$ cat config.mk
export PLATFORM = sky130hd
export DESIGN_NAME = pcr_front
export DESIGN_NICKNAME = d
export VERILOG_FILES = /design/src/sv/pcr_pkg.sv /design/src/sv/pcr_front.sv
export SDC_FILE = /design/constraint.sdc
export NUM_CORES = 1
export LEC_CHECK = 0
export ABC_AREA = 1
export BUFFER_PORTS_ARGS = -buffer_cell sky130_fd_sc_hd__buf_2
export CORE_MARGIN = 5
export CORE_UTILIZATION = 45
export CTS_CLUSTER_SIZE = 20
export DETAILED_ROUTE_END_ITERATION = 8
export PLACE_DENSITY = 0.7
export SYNTH_ARGS = -nofsm -noshare
export SYNTH_HDL_FRONTEND = slang
export SYNTH_SLANG_ARGS = --single-unit
$ cat constraint.sdc
create_clock -name clk -period 2.95 [get_ports clk]
set_input_delay 0.59 -clock clk [delete_from_list [all_inputs] [get_ports clk]]
set_output_delay 0.59 -clock clk [all_outputs]
set_load 0.005 [all_outputs]
$ cat src/sv/pcr_pkg.sv
// pcr_pkg: shared types and constants for the partitioned convolution reverb.
// No dependencies.
`timescale 1ns / 1ps
package pcr_pkg;
	localparam int FRAME_DEF = 128;
	localparam int MAX_PARTS_DEF = 8;
	localparam int COEF_DEPTH = 1024;
	localparam int HIST_DEPTH = 2048;
	localparam int CW = 10;
	localparam int HW = 11;
	localparam int LW = 11;
	localparam int SW = 24;
	localparam int ACCW = 58;
	localparam int QDEPTH = 2;

	typedef enum logic {OP_COEF = 1'b0, OP_SAMPLE = 1'b1} op_t;

	typedef struct packed {
		op_t              op;
		logic [CW-1:0]    idx;
		logic signed [SW-1:0] val;
	} item_t;
endpackage

$ cat src/sv/pcr_front.sv
// pcr_front: accepts input beats into a short queue towards the MAC engine.
// Depends on pcr_pkg.
`timescale 1ns / 1ps
module pcr_front (
	input  logic            clk,
	input  logic            arst_n,
	input  logic            push,
	output logic            full,
	input  pcr_pkg::item_t  in_item,
	output logic            q_valid,
	output pcr_pkg::item_t  q_item,
	input  logic            q_take
);
	import pcr_pkg::*;
	item_t       mem_q [QDEPTH];
	logic        wr_q, rd_q;
	logic [1:0]  cnt_q;

	assign full = (cnt_q == 2'(QDEPTH));
	assign q_valid = (cnt_q != 2'd0);
	assign q_item = mem_q[rd_q];

	always_ff @(posedge clk) begin
		if (push && !full) mem_q[wr_q] <= in_item;
	end

	always_ff @(posedge clk or negedge arst_n) begin
		if (!arst_n) begin
			wr_q <= 1'b0;
			rd_q <= 1'b0;
			cnt_q <= 2'd0;
		end else begin
			if (push && !full) wr_q <= ~wr_q;
			if (q_take && q_valid) rd_q <= ~rd_q;
			cnt_q <= cnt_q + 2'(push && !full) - 2'(q_take && q_valid);
		end
	end
endmodule

==> flow_summary_export.csv <==
group,metric,value,unit
global_route,antenna_found_initial,0,
final_layout,synthToLayoutAreaGrowth,23.7,%
power_and_ir_drop,leakagePower,1.57,nW
final_layout,final_util,56.3,%
logic_synthesis,synthDistinctLibCells,12,
global_route,grt_start_max_net_pins,37,
power_and_ir_drop,power,3.43,mW
logic_synthesis,ys_top_cells_by_count,"nand2_1, edfxtp_1, nand2_2",
power_and_ir_drop,p_seq_share,44.7,%
setup_path,path_common_cell,"nand2_1",
setup_path,ff2ff_path_depth,4,
floorplanning,coreArea,6240,um2
logic_synthesis,synth_top_flop_cell,"edfxtp_1",
cts,cts_buffers,9,
route,drcViolationCount,0,
logic_synthesis,syn_inst,215,
route,vias,1736,
sta,min_period_over_period,76.2,%
min_path,hp-class,"primary input to asynchronous set/reset pin",
sta,fin_setup_tns,0,ns
route,drtAntennaViolNets,0,
logic_synthesis,synth_area_leader_cell,"edfxtp_1",
global_route,track_usage,13.7,%
sta,setup_violations,0,
setup_path,worstPathMaxFanout,16,
sta,worst_pin_slew,0.671,ns
logic_synthesis,synth_edf_count,70,
logic_synthesis,ys_ff_latch,74,
setup_path,end_kind,"output pin",
setup_path,start_kind,"register",
setup_path,cp_slowest_cell,"dfrtp_1",
route,wl,4960,um
logic_synthesis,syn-cell-area,2840,um2
final_layout,diodes,0,
floorplanning,start_util,45.5,%
sta,drv_slew,0,
sta,grt_setup_unrepaired,"false",
setup_path,path_cells,"buf_4, nand2_1, nand2_1, buf_2",
setup_path,r2r-start,"cnt_q[1]",
power_and_ir_drop,ir_drop,0.469,mV
placed_design,io_buffers,75,
cts,h-tree-depth,3,
power_and_ir_drop,clkPwrFrac,26.3,%
global_route,grt_pass1_vias,1730,
logic_synthesis,syn-num-nets,256,
sta,hold_viol_final,0,
sta,timing.hold.ws,0.0437,ns
floorplanning,ioPinCount,76,
logic_synthesis,async_flop_share,5.41,%
setup_path,rrSetupSlack,1.16,ns
cts,cts_setup_buffers,0,
route,wire_per_inst,13.1,um
sta,max_slew_margin,55.2,%
floorplanning,rows,29,
placed_design,place_congestion,0.699,
floorplanning,design.die.area,8000,um2
power_and_ir_drop,swShare,30.7,%
run_status,status,"finished clean",
cts,cts_root_buf,"clkbuf_8",
setup_path,crit_type,"register to output pin",
sta,fin_worst_skew,0.00462,ns
power_and_ir_drop,combPwrFrac,29.0,%
logic_synthesis,yosysMostFrequentCell,"nand2_1",
setup_path,required,2.36,ns
sta,period_needed,2.25,ns
cts,cts_resized,0,
route,vias_per_cell,4.58,
cts,ctsLongestPathBuffers,2,
logic_synthesis,synth_top_area_share,74.0,%
floorplanning,fp.dieW,89.4,um
global_route,grt_pass1_wl,7820,um
floorplanning,die_h,89.4,um
setup_path,slowest_delay,0.75,ns
power_and_ir_drop,power.density,977,nW/um2
logic_synthesis,syn_area_per_cell,13.2,um2
flow_run,maxCapViolations,0,
global_route,grt_overflow_total,0,
cts,clk-insertion-delay-late,0.34,ns
route,dr.pass1.iters,4,
cts,clkTransAtPathRegs,0.07,ns
logic_synthesis,yosysSeqAreaShare,77.6,%
power_and_ir_drop,intPower,2.38,mW
sta,fmax,0.445,GHz
route,first_iter_violations,57,
setup_path,r2r_end,"mem_q[1][0]",
power_and_ir_drop,p_sw,1.05,mW
cts,numClockSinks,74,
logic_synthesis,synth_area_leaders,"edfxtp_1, nand2_1, dfrtp_1",
cts,cts_tree,"built",
cts,holdBufCountCts,0,
placed_design,dp_hpwl,3380,um
final_layout,nNetsFinal,339,
setup_path,worstPathArrival,1.66,ns
logic_synthesis,ys_warn_count,0,
final_layout,layout-drive-gt1-share,34.8,%
==> placed cells by master (no fill, tap or decap), drive strengths merged <==
cell type and n:
nand2 118, buf 79, edfxtp 70, inv 10, clkbuf 10, dfrtp 4
nand3 3, bufinv 3, ha 2, clkinv 2, nor2 1
==> power by group through the flow <==
| stage | clock network, mW | logic [mW] | registers (mW) |
|---|---|---|---|
| 6_report | 0.904 | 0.994 | 1.53 |
| 2_1_floorplan | 0 | 0.680 | 1.52 |
| 3_3_place_gp | 0 | 1.01 | 1.55 |
| 3_5_place_dp | 0 | 1.03 | 1.56 |
| 5_1_grt | 0.981 | 1.15 | 1.56 |
| 4_1_cts | 0.923 | 1.04 | 1.54 |
==> worst max-delay path by stage <==
stage	startpoint	end	slack [ns]	depth (start not counted)
after detailed placement	push	mem_q[1][9]	0.94	4
after floorplan	push	mem_q[1][0]	0.37	2
after global routing	rd_q	q_item[6]	0.57	4
final	rd_q	q_item[34]	0.70	4
after global placement	push	mem_q[1][14]	0.96	4
after CTS	rd_q	q_item[34]	0.66	4
==> per-layer routing <==
layer	vias to the layer above	part of all wire (%)	track usage, %
li1	879	-	-
met1	796	39	15.4
met2	54	50	22.6
met3	7	9.2	6.36
met4	0	1.2	5.68
met5	-	0	0
==> metrics by stage <==
stage	area [um2]	worst slack, ns	cells
detailed placement	3280	0.938	364
floorplan	2840	0.371	215
global route	3510	0.574	379
CTS	3510	0.656	379
finish	3510	0.702	379
global placement	3280	0.962	364
==> worst max-delay path, delay by kind of cell, from the launching register on <==
kind                   cells  cell delay [ns]
DFF                        1             0.75
buffers and inverters      2             0.42
and+or+nand+nor            2             0.15
==> cells by family after synthesis <==
group / count (synthesis) / share of synthesized area (%)
AND/OR/NAND/NOR: 122 / 17.1
flip-flops: 74 / 77.6
buffers and inverters: 17 / 4.41
adder cells (fa/ha/maj): 2 / 0.881
==> area by class of cell <==
type | instances | area, um2
Tap cell | 77 | 96.3
Timing Repair Buffer | 79 | 418
Fill cell | 526 | 2730
Multi-Input combinational cell | 124 | 519
Clock buffer | 10 | 128
Clock inverter | 5 | 104
Inverter | 10 | 45.0
Sequential cell | 74 | 2200
==> state kept, by name (all words and copies together) (netlist names) <==
name / cells
mem_q: 70
wr_q: 1
rd_q: 1
cnt_q: 2
(Power assumes the default switching activity.)
